`src/rtl/core/ir_curtain_fall_detector_assert.svh`:
```
// assertion macros for the ir curtain fall detector
`ifndef IR_CURTAIN_FALL_DETECTOR_ASSERT_SVH
`define IR_CURTAIN_FALL_DETECTOR_ASSERT_SVH
`ifndef SYNTH
`define IRCF_ASSERT(lbl, clk, rstn, prop) \
  lbl: assert property (@(posedge clk) disable iff (!rstn) prop) \
    else $error("ircf assertion failed");
`define IRCF_ASSERT_ALWAYS(lbl, clk, prop) \
  lbl: assert property (@(posedge clk) prop) \
    else $error("ircf assertion failed");
`else
`define IRCF_ASSERT(lbl, clk, rstn, prop)
`define IRCF_ASSERT_ALWAYS(lbl, clk, prop)
`endif
`endif

```
`src/rtl/core/ircf_pkg.sv`:
```
// ----------------------------------------------------------------------------
// ircf_pkg
// types, codes and widths shared by the ir curtain fall detector
// ----------------------------------------------------------------------------
package ircf_pkg;

  localparam int FUNC_W   = 3;
  localparam int ADC_W    = 10;
  localparam int CNT_W    = 10;
  localparam int SUM_W    = 20;
  localparam int TOT_W    = 24;
  localparam int RND_W    = 14;
  localparam int WP_W     = 3;
  localparam int FLAG_W   = 16;
  localparam int STATUS_W = 3;
  localparam int LIT_W    = 4;
  localparam int CFG_IDX_W  = 3;
  localparam int CFG_DATA_W = 20;
  localparam int IN_DATA_W  = 16;
  localparam int OUT_DATA_W = 24;
  localparam int CHANNELS_DEF = 16;

  localparam logic [CNT_W-1:0] AVG_RST   = 10'd400;
  localparam logic [CNT_W-1:0] TH_RST    = 10'd100;
  localparam logic [CNT_W-1:0] TL_RST    = 10'd50;
  localparam logic [SUM_W-1:0] FLOOR_RST = 20'd300;
  localparam logic [SUM_W-1:0] CEIL_RST  = 20'd368280;
  localparam logic [WP_W-1:0]  WP_SAMPLE = 3'd3;
  localparam logic [WP_W-1:0]  WP_GROUP  = 3'd5;

  typedef enum logic [FUNC_W-1:0] {
    FUNC_SAMPLE  = 3'd0,
    FUNC_ADVANCE = 3'd1,
    FUNC_START   = 3'd2,
    FUNC_STOP    = 3'd3,
    FUNC_RESTART = 3'd4
  } func_e;

  typedef enum logic [STATUS_W-1:0] {
    STAT_NORMAL    = 3'd0,
    STAT_FALL      = 3'd1,
    STAT_RANGE     = 3'd2,
    STAT_NOT_READY = 3'd3,
    STAT_OFF       = 3'd4
  } status_e;

  typedef enum logic [CFG_IDX_W-1:0] {
    CFG_AVG   = 3'd0,
    CFG_TH    = 3'd1,
    CFG_TL    = 3'd2,
    CFG_CLEAR = 3'd3,
    CFG_FLOOR = 3'd4,
    CFG_CEIL  = 3'd5
  } cfg_idx_e;

  typedef enum logic [2:0] {
    S_IDLE, S_EXEC, S_DIVB, S_DIVT, S_EVAL, S_LATCH, S_SCAN, S_OUT
  } state_e;

  typedef struct packed {
    logic             start;
    logic [TOT_W-1:0] dividend;
    logic [CNT_W-1:0] divisor;
  } div_req_t;

endpackage

```
`src/rtl/core/ircf_div.sv`:
```
// ----------------------------------------------------------------------------
// ircf_div
// bit-serial restoring divider, one quotient bit per cycle
// ----------------------------------------------------------------------------
module ircf_div import ircf_pkg::*; (
  input  logic             clk_i,
  input  logic             rst_ni,
  input  div_req_t         req_i,
  output logic             done_o,
  output logic [TOT_W-1:0] quot_o
);

  localparam int STEP_W = $clog2(TOT_W);

  logic [CNT_W-1:0]  rem_q;
  logic [TOT_W-1:0]  quo_q;
  logic [CNT_W-1:0]  dvs_q;
  logic [STEP_W-1:0] step_q;
  logic              busy_q;
  logic              done_q;
  logic [CNT_W:0]    trial;
  logic              fits;

  assign trial = {rem_q, quo_q[TOT_W-1]};
  assign fits  = trial >= {1'b0, dvs_q};

  always_ff @(posedge clk_i or negedge rst_ni) begin
    if (!rst_ni) begin
      busy_q <= 1'b0;
      done_q <= 1'b0;
      step_q <= '0;
    end else begin
      done_q <= busy_q && (step_q == STEP_W'(TOT_W - 1));
      if (req_i.start) begin
        busy_q <= 1'b1;
        step_q <= '0;
      end else if (busy_q) begin
        step_q <= step_q + 1'b1;
        if (step_q == STEP_W'(TOT_W - 1)) busy_q <= 1'b0;
      end
    end
  end

  always_ff @(posedge clk_i) begin
    if (req_i.start) begin
      rem_q <= '0;
      quo_q <= req_i.dividend;
      // zero divisor acts as one
      dvs_q <= (req_i.divisor == '0) ? CNT_W'(1) : req_i.divisor;
    end else if (busy_q) begin
      rem_q <= fits ? CNT_W'(trial - {1'b0, dvs_q}) : trial[CNT_W-1:0];
      quo_q <= {quo_q[TOT_W-2:0], fits};
    end
  end

  assign done_o = done_q;
  assign quot_o = quo_q;

endmodule

```
`src/rtl/core/ir_curtain_fall_detector.sv`:
```
// ----------------------------------------------------------------------------
// ir_curtain_fall_detector
// ir curtain scanner: per-channel baselines, fall flags and status
// ----------------------------------------------------------------------------
// channel   direction  contents
// s_axis    in         tuser: func[2:0]; tdata: sample[9:0]
// m_axis    out        tdata: fall_flags, status, lit_channel, led_drive
// cfg       in         write enable, register index, write data
//
// one request at a time: most requests pass the exec, scan and output steps; a
// sample after the baselines are set also waits for two runs of the serial
// divider and an eval step, plus the latch step when baselines re-latch.
// every request ends with a scan of all baselines for range.
// reset is asynchronous, active low; a stalled result holds the following
// request in its output step, and no further request is taken in meanwhile.
module ir_curtain_fall_detector import ircf_pkg::*; #(
  parameter int CHANNELS = CHANNELS_DEF
) (
  input  logic                  clk_i,
  input  logic                  rst_ni,
  input  logic                  s_axis_tvalid,
  output logic                  s_axis_tready,
  input  logic [IN_DATA_W-1:0]  s_axis_tdata,   // sample[9:0], zero fill
  input  logic [FUNC_W-1:0]     s_axis_tuser,   // func[2:0]
  output logic                  m_axis_tvalid,
  input  logic                  m_axis_tready,
  output logic [OUT_DATA_W-1:0] m_axis_tdata,   // flags[15:0] status[18:16]
                                                 // lit[22:19] led[23]
  input  logic                  cfg_we_i,
  input  logic [CFG_IDX_W-1:0]  cfg_idx_i,
  input  logic [CFG_DATA_W-1:0] cfg_data_i
);

`include "ir_curtain_fall_detector_assert.svh"

  localparam int CW = $clog2(CHANNELS);
  localparam logic [CW-1:0] LAST_CH = CW'(CHANNELS - 1);

  // configuration
  logic [CNT_W-1:0] avg_q, th_q, tl_q;
  logic             clr_en_q;
  logic [SUM_W-1:0] floor_q, ceil_q;

  // control state
  state_e            state_q, state_d;
  logic [CW-1:0]     ch_q, idx_q;
  logic              enabled_q, ready_q, restart_q, event_q, bad_q;
  logic [CNT_W-1:0]  rc_q;
  logic [WP_W-1:0]   wp_q;
  logic [FLAG_W-1:0] flags_q;
  logic [SUM_W-1:0]  pend_q [CHANNELS];
  logic [SUM_W-1:0]  bsum_q [CHANNELS];
  logic [TOT_W-1:0]  total_q, acc_q;
  logic [RND_W-1:0]  rsum_q;

  // request
  logic [FUNC_W-1:0] func_q;
  logic [ADC_W-1:0]  adc_q;
  logic [SUM_W-1:0]  bq_q;
  logic [TOT_W-1:0]  tq_q;

  // output register
  logic              out_valid_q;
  logic [OUT_DATA_W-1:0] out_data_q;

  div_req_t          div_req;
  logic              div_done;
  logic [TOT_W-1:0]  div_quot;

  ircf_div u_div (
    .clk_i  (clk_i),
    .rst_ni (rst_ni),
    .req_i  (div_req),
    .done_o (div_done),
    .quot_o (div_quot)
  );

  // shared combinational terms
  logic              last_ch, accept, out_load;
  logic [CNT_W-1:0]  rc_new;
  logic              win_end;
  logic [SUM_W:0]    pend_add;
  logic [SUM_W-1:0]  pend_sat;
  logic [FLAG_W-1:0] ch_bit, all_mask, flags_new;
  logic [RND_W:0]    rs_add;
  logic [RND_W-1:0]  rs_new;
  logic [SUM_W:0]    hi_lim, lo_hi, adc_lo, base_w, adc_w;
  logic [TOT_W+1:0]  tot_lim;
  logic              hit, all_hit, clr_hit, ev_new;
  logic [WP_W-1:0]   wp_new;
  logic [TOT_W:0]    acc_add;
  logic [TOT_W-1:0]  acc_sat;
  logic              sample_div;

  assign last_ch = ch_q == LAST_CH;
  assign accept  = s_axis_tvalid && s_axis_tready;
  assign out_load = (state_q == S_OUT) && (!out_valid_q || m_axis_tready);

  always_comb begin
    rc_new = rc_q;
    if (ch_q == '0 && rc_q != '1) rc_new = rc_q + 1'b1;
  end
  assign win_end = (rc_new >= avg_q) && last_ch;

  assign pend_add = {1'b0, pend_q[idx_q]} + (SUM_W + 1)'(adc_q);
  assign pend_sat = pend_add[SUM_W] ? '1 : pend_add[SUM_W-1:0];
  assign acc_add  = {1'b0, acc_q} + (TOT_W + 1)'(pend_q[idx_q]);
  assign acc_sat  = acc_add[TOT_W] ? '1 : acc_add[TOT_W-1:0];

  always_comb begin
    for (int i = 0; i < FLAG_W; i++) begin
      ch_bit[i]   = int'(ch_q) == i;
      all_mask[i] = i < CHANNELS;
    end
  end

  // sample evaluation once both quotients are in
  always_comb begin
    rs_add  = {1'b0, rsum_q} + (RND_W + 1)'(adc_q);
    rs_new  = rs_add[RND_W] ? '1 : rs_add[RND_W-1:0];
    base_w  = {1'b0, bq_q};
    adc_w   = (SUM_W + 1)'(adc_q);
    hi_lim  = base_w + (SUM_W + 1)'(th_q);
    lo_hi   = base_w + (SUM_W + 1)'(tl_q);
    adc_lo  = adc_w + (SUM_W + 1)'(tl_q);
    tot_lim = (TOT_W + 2)'(tq_q) + (TOT_W + 2)'(th_q) * (TOT_W + 2)'(3);
    hit     = adc_w > hi_lim;
    all_hit = last_ch && ((TOT_W + 2)'(rs_new) > tot_lim);
    clr_hit = clr_en_q && (adc_w < lo_hi) && (adc_lo > base_w);
    ev_new  = event_q || hit || all_hit;
    flags_new = flags_q;
    if (hit) flags_new = flags_new | ch_bit;
    if (all_hit) flags_new = all_mask;
    if (clr_hit) flags_new = flags_new & ~ch_bit;
    wp_new  = win_end ? wp_q + 1'b1 : wp_q;
  end

  assign sample_div = (func_q == FUNC_SAMPLE) && !restart_q && ready_q;

  // next state
  always_comb begin
    state_d = state_q;
    case (state_q)
      S_IDLE: if (accept) state_d = S_EXEC;
      S_EXEC: begin
        state_d = S_SCAN;
        if (func_q == FUNC_SAMPLE && !restart_q) begin
          if (ready_q) state_d = S_DIVB;
          else if (win_end) state_d = S_LATCH;
        end
      end
      S_DIVB: if (div_done) state_d = S_DIVT;
      S_DIVT: if (div_done) state_d = S_EVAL;
      S_EVAL: begin
        state_d = S_SCAN;
        if (wp_new != WP_SAMPLE && wp_new >= WP_GROUP && !ev_new) state_d = S_LATCH;
      end
      S_LATCH: if (idx_q == LAST_CH) state_d = S_SCAN;
      S_SCAN:  if (idx_q == LAST_CH) state_d = S_OUT;
      S_OUT:   if (out_load) state_d = S_IDLE;
      default: state_d = S_IDLE;
    endcase
  end

  // outputs of the sequencer
  always_comb begin
    s_axis_tready    = state_q == S_IDLE;
    div_req.start    = 1'b0;
    div_req.dividend = TOT_W'(bsum_q[idx_q]);
    div_req.divisor  = avg_q;
    case (state_q)
      S_EXEC: div_req.start = sample_div;
      S_DIVB: begin
        div_req.start    = div_done;
        div_req.dividend = total_q;
      end
      default: div_req.start = 1'b0;
    endcase
  end

  always_ff @(posedge clk_i or negedge rst_ni) begin
    if (!rst_ni) state_q <= S_IDLE;
    else         state_q <= state_d;
  end

  always_ff @(posedge clk_i or negedge rst_ni) begin
    if (!rst_ni) begin
      avg_q <= AVG_RST; th_q <= TH_RST; tl_q <= TL_RST; clr_en_q <= 1'b0;
      floor_q <= FLOOR_RST; ceil_q <= CEIL_RST;
      ch_q <= '0; idx_q <= '0; enabled_q <= 1'b0; ready_q <= 1'b0;
      restart_q <= 1'b0; event_q <= 1'b0; bad_q <= 1'b0;
      rc_q <= '0; wp_q <= '0; flags_q <= '0; total_q <= '0; acc_q <= '0;
      rsum_q <= '0; out_valid_q <= 1'b0; bq_q <= '0; tq_q <= '0;
      for (int i = 0; i < CHANNELS; i++) begin
        pend_q[i] <= '0;
        bsum_q[i] <= '0;
      end
    end else begin
      if (cfg_we_i) begin
        case (cfg_idx_e'(cfg_idx_i))
          CFG_AVG:   avg_q    <= cfg_data_i[CNT_W-1:0];
          CFG_TH:    th_q     <= cfg_data_i[CNT_W-1:0];
          CFG_TL:    tl_q     <= cfg_data_i[CNT_W-1:0];
          CFG_CLEAR: clr_en_q <= cfg_data_i[0];
          CFG_FLOOR: floor_q  <= cfg_data_i[SUM_W-1:0];
          CFG_CEIL:  ceil_q   <= cfg_data_i[SUM_W-1:0];
          default:   avg_q    <= avg_q;
        endcase
      end

      if (out_load) out_valid_q <= 1'b1;
      else if (m_axis_tready) out_valid_q <= 1'b0;

      case (state_q)
        S_IDLE: if (accept) idx_q <= ch_q;
        S_EXEC: begin
          bad_q <= 1'b0;
          if (!sample_div) idx_q <= '0;
          case (func_e'(func_q))
            FUNC_SAMPLE: begin
              if (restart_q) begin
                restart_q <= 1'b0;
                rc_q <= '0; wp_q <= '0; rsum_q <= '0;
                for (int i = 0; i < CHANNELS; i++) pend_q[i] <= '0;
              end else if (!ready_q) begin
                pend_q[idx_q] <= pend_sat;
                rc_q <= rc_new;
                acc_q <= '0;
                if (win_end) wp_q <= wp_q + 1'b1;
              end
            end
            FUNC_ADVANCE: ch_q <= last_ch ? '0 : ch_q + 1'b1;
            FUNC_START: begin
              ch_q <= '0; ready_q <= 1'b0; restart_q <= 1'b0;
              rc_q <= '0; wp_q <= '0; event_q <= 1'b0; flags_q <= '0;
              total_q <= '0; rsum_q <= '0; clr_en_q <= 1'b0;
              enabled_q <= 1'b1;
              for (int i = 0; i < CHANNELS; i++) begin
                pend_q[i] <= '0;
                bsum_q[i] <= '0;
              end
            end
            FUNC_STOP: enabled_q <= 1'b0;
            FUNC_RESTART: begin
              flags_q <= '0; restart_q <= 1'b1;
              ch_q <= LAST_CH; enabled_q <= 1'b1;
            end
            default: enabled_q <= enabled_q;
          endcase
        end
        S_DIVB: if (div_done) bq_q <= div_quot[SUM_W-1:0];
        S_DIVT: if (div_done) tq_q <= div_quot;
        S_EVAL: begin
          rc_q    <= win_end ? '0 : rc_new;
          rsum_q  <= last_ch ? '0 : rs_new;
          flags_q <= flags_new;
          event_q <= ev_new;
          wp_q    <= wp_new;
          acc_q   <= '0;
          if (wp_new == WP_SAMPLE) begin
            pend_q[idx_q] <= pend_sat;
            idx_q <= '0;
          end else if (wp_new >= WP_GROUP) begin
            wp_q <= '0;
            event_q <= 1'b0;
            idx_q <= '0;
            // an event in the group keeps the old baselines
            if (ev_new) begin
              for (int i = 0; i < CHANNELS; i++) pend_q[i] <= '0;
            end
          end else begin
            idx_q <= '0;
          end
        end
        S_LATCH: begin
          bsum_q[idx_q] <= pend_q[idx_q];
          pend_q[idx_q] <= '0;
          acc_q <= acc_sat;
          if (idx_q == LAST_CH) begin
            total_q <= acc_sat;
            ready_q <= 1'b1;
            idx_q   <= '0;
          end else begin
            idx_q <= idx_q + 1'b1;
          end
        end
        S_SCAN: begin
          if (bsum_q[idx_q] < floor_q || bsum_q[idx_q] > ceil_q) bad_q <= 1'b1;
          if (idx_q != LAST_CH) idx_q <= idx_q + 1'b1;
        end
        default: idx_q <= idx_q;
      endcase
    end
  end

  always_ff @(posedge clk_i) begin
    if (accept) begin
      func_q <= s_axis_tuser;
      adc_q  <= s_axis_tdata[ADC_W-1:0];
    end
  end

  status_e status;
  always_comb begin
    if (!enabled_q)      status = STAT_OFF;
    else if (!ready_q)   status = STAT_NOT_READY;
    else if (bad_q)      status = STAT_RANGE;
    else if (flags_q != '0) status = STAT_FALL;
    else                 status = STAT_NORMAL;
  end

  always_ff @(posedge clk_i) begin
    if (out_load) out_data_q <= {enabled_q, LIT_W'(ch_q), status, flags_q};
  end

  assign m_axis_tvalid = out_valid_q;
  assign m_axis_tdata  = out_data_q;

  `IRCF_ASSERT(a_ready_falls_on_start, clk_i, rst_ni,
    $fell(ready_q) |-> ($past(state_q) == S_EXEC && $past(func_q) == FUNC_START))
  `IRCF_ASSERT(a_phase_bounded, clk_i, rst_ni, wp_q < WP_GROUP)
  `IRCF_ASSERT(a_div_done_in_div, clk_i, rst_ni,
    div_done |-> (state_q == S_DIVB || state_q == S_DIVT))
  `IRCF_ASSERT_ALWAYS(a_reset_idle, clk_i, !rst_ni |=> state_q == S_IDLE)

endmodule

```
`config.mk`:
```
export PLATFORM = sky130hd
export DESIGN_NAME = ir_curtain_fall_detector
export DESIGN_NICKNAME = d
export VERILOG_FILES = /design/src/rtl/core/ircf_pkg.sv /design/src/rtl/core/ircf_div.sv /design/src/rtl/core/ir_curtain_fall_detector.sv
export VERILOG_INCLUDE_DIRS = /design/src /design/src/rtl/core
export SDC_FILE = /design/constraint.sdc
export NUM_CORES = 2
export LEC_CHECK = 0
export ABC_AREA = 1
export BUFFER_PORTS_ARGS = -buffer_cell sky130_fd_sc_hd__buf_4
export CAP_MARGIN = 20
export CELL_PAD_IN_SITES_DETAIL_PLACEMENT = 1
export CELL_PAD_IN_SITES_GLOBAL_PLACEMENT = 1
export CORE_MARGIN = 5
export CORE_UTILIZATION = 43
export CTS_CLUSTER_DIAMETER = 150
export DETAILED_ROUTE_END_ITERATION = 12
export HOLD_SLACK_MARGIN = 0.05
export PLACE_DENSITY = 0.81
export SYNTH_ARGS = -nofsm -noshare
export SYNTH_HDL_FRONTEND = slang
export SYNTH_SLANG_ARGS = --single-unit
```
`constraint.sdc`:
```
create_clock -name clk_i -period 3.8 [get_ports clk_i]
set_input_delay 0.76 -clock clk_i [delete_from_list [all_inputs] [get_ports clk_i]]
set_output_delay 0.76 -clock clk_i [all_outputs]
set_load 0.005 [all_outputs]
```
# ---- Word-level counts from Yosys, hierarchy flattened
# Index checks and enable logic that the tools add are counted.
dict set report word_totals {
  register_bits 951
  in_bits 47
  output_inout_bits 26
  elab_cells 311
}
dict set report classes {
  n_addsub 13
  mul 1
  order_cmp 11
  n_eq_ne 57
  mux 98
  bitwise 6
  n_reduce_logical 60
}
# operator count
set ops {}
lappend ops {{2-to-1 mux 320 bit} 6}
lappend ops {{case mux 320 bit (2 select lines)} 2}
lappend ops {{case mux 320 bit (3 select lines)} 1}
lappend ops {{bitwise mux 320 bit} 2}
lappend ops {{bitwise AND 320 bit} 1}
lappend ops {{inverter 320 bit} 1}
lappend ops {{2-to-1 mux 24 bit} 9}
lappend ops {{binary-select mux 20 bit (select 4 bit)} 2}
lappend ops {{2-to-1 mux 20 bit} 6}
lappend ops {{demux 20 bit (select 4 bit)} 1}
lappend ops {{case mux 24 bit (3 select lines)} 1}
lappend ops {{2-to-1 mux 16 bit} 4}
lappend ops {{adder 20 x 10 -> 21 bit} 3}
lappend ops {{case mux 14 bit (2 select lines)} 2}
lappend ops {{2-to-1 mux 10 bit} 5}
lappend ops {{case mux 24 bit (2 select lines)} 1}
lappend ops {{2-to-1 mux 14 bit} 3}
lappend ops {{== test 4 bit (second input constant)} 10}
lappend ops {{case mux 10 bit (2 select lines)} 2}
lappend ops {{2-to-1 mux 3 bit} 13}
lappend ops {{case mux 16 bit (2 select lines)} 1}
lappend ops {{AND reduction 2 bit} 14}
lappend ops {{adder 24 x 12 -> 25 bit} 1}
lappend ops {{adder 24 x 20 -> 25 bit} 1}
lappend ops {{60 further kinds} 154}

# ---- Depth between registers and ports, before layout
dict set report depth {
  depth_word 11
  depth_mapped 36
  mapped_depth_nobuf 34
}

# ---- Cells and area by module
# A second synthesis with hierarchy kept.
dict set report unflattened {
  cells_unflattened 8017
  hier_area_um2 57457.6
}
# mod instances cells_each area_per_inst_um2 seq_area_each_um2
set by_module_without_submodules {}
lappend by_module_without_submodules {ir_curtain_fall_detector 1 7670 54612.4 22735.6}
lappend by_module_without_submodules {ircf_div 1 347 2845.2 1396.3}

# ---- Worst setup path before layout
# Ideal clock, no wire load.
dict set report synth_path {
  path_kind {flip-flop to flip-flop}
  start {register rc_q[0]}
  end {register pend_q[119] (netlist name)}
  setup_ns 0.066
  arrival_ns 4.057
  required_ns 3.734
  setup_slack_ns -0.323
  stages_incl_launch_ff 26
  synth_period_minus_slack_ns 4.123
  cell_sequence {dfrtp_1 > ha_1 > inv_1 > nor3_1 > nand2_1 > o31ai_1 > nor3_1 > nand4_1 > xor2_1 > inv_1 > ha_1 > a21o_1 > a21oi_1 > nand4_1 > nand2_1 > nand2_1 > nand2_1 > nand4_1 > nand2_1 > buf_4 > buf_2 > clkbuf_1 > nor2_1 > a21oi_1 > nand3_1 > nand2_1}
}
dict set report synth_between {
  elab_chain_len 9
}
# element line
set synth_lines {}
lappend synth_lines {{start: declaration} ir_curtain_fall_detector.sv:48} ;# logic [CNT_W-1:0] rc_q;
lappend synth_lines {{start signal: assignment} ir_curtain_fall_detector.sv:227} ;# rc_q <= rc_new;
lappend synth_lines {{start signal: assignment} ir_curtain_fall_detector.sv:254} ;# rc_q <= win_end ? '0 : rc_new;
lappend synth_lines {{parallel branches: the longest is 2 deep, another holds adder 10 x 1 -> 10 bit} n/a}
lappend synth_lines {{2-to-1 mux 10 bit (*)} ir_curtain_fall_detector.sv:101} ;# if (ch_q == '0 && rc_q != '1) rc_new = rc_q + 1'b1;
lappend synth_lines {{greater-or-equal comparator 10 bit (*)} ir_curtain_fall_detector.sv:103} ;# assign win_end = (rc_new >= avg_q) && last_ch;
lappend synth_lines {{logical AND 1 bit (*)} ir_curtain_fall_detector.sv:103}
lappend synth_lines {{2-to-1 mux 3 bit (*)} n/a}
lappend synth_lines {{greater-or-equal comparator 3 bit / == test 3 x 2 -> 1 bit (equally long branches)} {ir_curtain_fall_detector.sv:263, ir_curtain_fall_detector.sv:260}}
lappend synth_lines {{!= test 3 bit (no line) / 2-to-1 mux 320 bit (equally long branches)} n/a}
lappend synth_lines {{AND reduction 5 bit (no line) / case mux 320 bit (3 select lines) (equally long branches)} n/a}
lappend synth_lines {{end signal: indexed assignment} ir_curtain_fall_detector.sv:226} ;# pend_q[idx_q] <= pend_sat;
lappend synth_lines {{end signal: indexed assignment} ir_curtain_fall_detector.sv:261} ;# pend_q[idx_q] <= pend_sat;
lappend synth_lines {{end: declaration} ir_curtain_fall_detector.sv:51} ;# logic [SUM_W-1:0] pend_q [CHANNELS];
# Mark *: on every way between the ends.
# A chain may end at the register's enable or synchronous reset.

# ---- Worst setup path in the final report
dict set report layout_path {
  start {register th_q[5]}
  end {register pend_q[226] (netlist name)}
}
dict set report layout_between {
  elab_chain_len 7
}
# element line
set layout_lines {}
lappend layout_lines {{start: declaration} ir_curtain_fall_detector.sv:40} ;# logic [CNT_W-1:0] avg_q, th_q, tl_q;
lappend layout_lines {{start signal: assignment} ir_curtain_fall_detector.sv:202} ;# CFG_TH: th_q <= cfg_data_i[CNT_W-1:0];
lappend layout_lines {{multiplier 10 x 2 -> 12 bit} ir_curtain_fall_detector.sv:126} ;# tot_lim = (TOT_W + 2)'(tq_q) + (TOT_W + 2)'(th_q) * (TOT_W + 2)'(3);
lappend layout_lines {{adder 24 x 12 -> 25 bit} ir_curtain_fall_detector.sv:126}
lappend layout_lines {{> comparator 14 x 25 -> 1 bit} ir_curtain_fall_detector.sv:128} ;# all_hit = last_ch && ((TOT_W + 2)'(rs_new) > tot_lim);
lappend layout_lines {{logical AND 1 bit} ir_curtain_fall_detector.sv:128}
lappend layout_lines {{logical OR 1 bit (*)} ir_curtain_fall_detector.sv:130} ;# ev_new = event_q || hit || all_hit;
lappend layout_lines {{!= test 3 bit (no line) (*)} n/a}
lappend layout_lines {{AND reduction 5 bit (no line) (*)} n/a}
# Every way passes the cells marked *; elsewhere a longest branch is shown, timed or not.

==> impl_results.md <==
- PnR Total Power: between 60000 and 70000 µW
- Instance area at placement: 65000 µm²
- Global-route wire length before repair: 380 mm
- Row cnt: 135
- Total number of nets in the final design: 8844
- Result of the run: finished, violations left
- CTS HTree Levels: 3
- Number of synthesized register bits: between 900 and 1000
- Per-cell via count in the routed design: approximately 6.2
- Final Wtd Congestion: about 0.88
- Violated checks: setup timing
- Worst Slack Setup Final: -0.983 ns
- Time the worst path needs with I/O delays and setup: roughly 4.8 ns
- Final setup violation count: about 390
- Synthesized instance count: ~8200
- Met1 Wirelength: roughly 100 mm
- Root buffer selected by CTS: sky130_fd_sc_hd__clkbuf_16
- Grt total ovfl: 0
- Routed Wire Length: around 260 mm
- Slowest cell on the critical path: sky130_fd_sc_hd__dfstp_2
- VDD IR-drop max: ~0.00055 V
- Post-synth top flop: sky130_fd_sc_hd__dfrtp_1
- Initial Util: ~43%
- Crit share post-route: 126%
- Number of buffers inserted by port buffering: 66
- Number of buffers between clock root and the deepest sink: 3
- Total CTS buffers: roughly 110
- Cell types with the largest area share after synthesis: sky130_fd_sc_hd__dfrtp_1, sky130_fd_sc_hd__nand2_1, sky130_fd_sc_hd__nand3_1, sky130_fd_sc_hd__o21ai_0, sky130_fd_sc_hd__inv_1
- Critical Path Source Type: flop
- Synth cell count leaders: sky130_fd_sc_hd__nand2_1, sky130_fd_sc_hd__nand3_1, sky130_fd_sc_hd__dfrtp_1
- Antenna violations before repair: 1
- Number of enable flip-flop cells after synthesis: 71
- Pin count of the biggest net entering global routing: roughly 130
- Rel. slew slack: between 20% and 30%
- Biggest cell delay along the critical path: slightly above 0.6 ns
- Highest routing layer actually used: met5
- Clock tree from TritonCTS: built
- Setup skew after layout: 0.0668 ns
- Gate power share: 61.9%
- Die H: approximately 380 µm
- Share of power burned in the clock network: between 10% and 20%
- Leakage component of the power: 0.0359 µW
- Net count of the mapped netlist: around 8400
- Overall die area: roughly 140000 µm²
- Clock net sink count: 951
- Total number of yosys warnings: 0
- Area of the placeable core: roughly 140000 µm²
- Internal power: around 35000 µW
- Data arrival time of the critical path: 5.46 ns
- Count of boundary I/O pins: 73
- Post-Syn Area: a little under 60000 µm²
- Maximum clock frequency: approximately 0.21 GHz
- Most numerous cell on the critical path: sky130_fd_sc_hd__nand2_1
- Sequential share of power: 21.3%
- Switching Fraction: about half
- Share of Yosys cell area claimed by the top area cell type: between 30% and 40%
- DRC Markers: 0
- HPWL after detailed placement: approximately 150 mm
- Global-route usage over all layers: 32.8%
- Ant diodes: 0
- DR WL/cell: ~25 µm
- Setup slack, reg-to-reg: -0.98 ns
- Clock-pin slew reported for the worst setup and hold paths after clock tree synthesis: around 0.070 ns
- Switching Power: 33400 µW
- Asr flop ratio synth: approximately nine tenths
- Worst min-delay path class: in -> reg
- Final design area excluding fillers: roughly 73000 µm²
- Met3 wire length: 22.8 mm
- DRT Pass-1 Iters: 5
- Highest net fanout along the worst path: 6
- Fraction of final layout cells with drive strength greater than 1: ~18%
- Slew at the pin with the worst max-slew slack: approximately 1.1 ns
- Fillers: between 15000 and 20000
- Antenna violation net count after detailed routing: 0
- Average footprint of a synthesized cell: 7.21 µm²
- Type of the worst setup path: reg -> reg
- Worst-Skew Late Latency: just under 0.8 ns
- Synth-to-Final Area Change: 24.7%
- Number of hold violations in the final report: 0
- Maxcap violations: 0
- Unrepaired setup endpoints after global routing: yes
- Number of pins with negative max-slew slack in the final report: 0
- Most common cell in the synthesized netlist: sky130_fd_sc_hd__nand2_1
- Vias after detailed routing: 64575
- Number of global-route vias before repair: about 66000
- Type of element capturing the critical path: flop
- Routed wl met2: between 100 and 150 mm
- Most area-hungry cell type in the Yosys netlist: sky130_fd_sc_hd__dfrtp_1
- Sequential area share after synthesis: about two fifths
- Violation count after the first detailed-route iteration: 6254
- Die width: 380 µm
- Required time worst endpoint: between 4 and 5 ns
- Ratio of total power to cell area: approximately 940 nW/µm²
- Library cells used by synthesis: 63
==> flip-flops by register name, summed over array words and instances (netlist names), 14 cells and up <==
name / count
bq_q: 20
pend_q: 320
acc_q: 24
total_q: 24
rsum_q: 14
u_div.quot_o: 24
m_axis_tdata: 24
flags_q: 16
bsum_q: 320
tq_q: 24
ceil_q: 20
floor_q: 20
==> cell families (layout without fill, tap and decap cells) <==
group                    after synthesis  count (layout)  share of synthesized area, %
AND/OR/NAND/NOR                     3813            3813                          27.2
AO/OA/AOI/OAI                       1763            1763                          16.1
buffers and inverters               1312            1840                          9.42
flip-flops                           951             951                          41.1
adder cells (fa/ha/maj)              214             214                          4.77
XOR/XNOR                              86              86                          1.28
multiplexers                          11              11                         0.211
==> through the flow <==
step | setup WS (ns) | util, % | cells | TNS, ns | hold WS [ns]
2_1_floorplan | 0.0000751 | - | 8150 | 0 | 0.425
4_1_cts | -0.591 | 52.2 | 10381 | -189.98 | 0.136
5_1_grt | -1.12 | 54.0 | 10459 | -365.69 | 0.156
6_report | -0.983 | 54.0 | 10459 | -319.59 | 0.183
3_5_place_dp | -0.883 | 47.9 | 10093 | -275.11 | 0.446
3_3_place_gp | -0.708 | 47.9 | 10093 | -220.34 | 0.437
==> cell usage in the layout (no fill, tap or decap), drive strengths merged, types with 32 or more instances in the layout <==
| master | Yosys | routed |
|---|---|---|
| xor2 | 54 | 54 |
| nand4 | 50 | 50 |
| nand2 | 2230 | 2230 |
| buf | 195 | 834 |
| inv | 709 | 718 |
| edfxtp | 71 | 71 |
| a21oi | 480 | 480 |
| nor2 | 549 | 549 |
| clkbuf | 358 | 181 |
| o22ai | 203 | 203 |
| clkinv | 50 | 89 |
| ha | 197 | 197 |
| or2 | 37 | 37 |
| dfrtp | 847 | 847 |
| xnor2 | 32 | 32 |
| o211ai | 51 | 51 |
| nand3 | 871 | 871 |
| o21ai | 950 | 950 |
==> power groups by stage <==
stage | clock, µW | combinational, µW | sequential [µW]
2_1_floorplan | 0 | 19900 | 13900
3_3_place_gp | 0 | 33000 | 14300
3_5_place_dp | 0 | 34200 | 14500
4_1_cts | 11600 | 37600 | 14400
5_1_grt | 12000 | 44600 | 14800
6_report | 11600 | 42400 | 14600
==> metal layers <==
layer / vias to the layer above / track usage, %
met3: 1168 / 5.86
met2: 3395 / 54.0
li1: 27764 / -
met1: 32246 / 41.2
met5: - / 0
met4: 2 / 17.5
==> final timing paths <==
path | from | depth (start not counted) | to
setup / recovery | th_q[5] | 29 | pend_q[226]
hold / removal | s_axis_tdata[4] | 1 | adc_q[4]
setup reg to reg | th_q[5] | 29 | pend_q[226]
hold reg to reg | enabled_q | 0 | m_axis_tdata[23]
max in group asynchronous | rst_ni | 4 | pend_q[159]
min in group asynchronous | rst_ni | 2 | rsum_q[10]
==> cell type report <==
type / count / area [µm²] / share of cell area (%)
multi-input cells: 5887 / 30800 / 42.1
flip-flops and latches: 951 / 24100 / 32.9
repair buffers: 872 / 9300 / 12.7
clock buffers: 146 / 3120 / 4.26
inverters: 759 / 2880 / 3.93
well taps: 1781 / 2230 / 3.04
clock inverters: 60 / 749 / 1.02
repair inverters: 3 / 31.3 / 0.0427
==> worst max-delay path: cells and delay by family, from the launching register on <==
family	cells	cell delay [ns]
AOI/OAI and AO/OA	2	0.43
xor gates and xnor gates	1	0.27
adders and majority gates	3	0.95
buffers and inverters	6	0.80
DFF	1	0.61
and+or+nand+nor	17	1.62
==> timing repair <==
item / in CTS / in global routing
endpoints found under the setup margin: 394 / 399
setup buffers: 52 / 35
cloned: 31 / 41
endpoints found under the hold margin: 38 / 0
pin swaps: 42 / 61
gates resized for setup: 165 / 350
hold buffers: 1 / 0
Note: power is estimated with default switching activity, not from simulation.
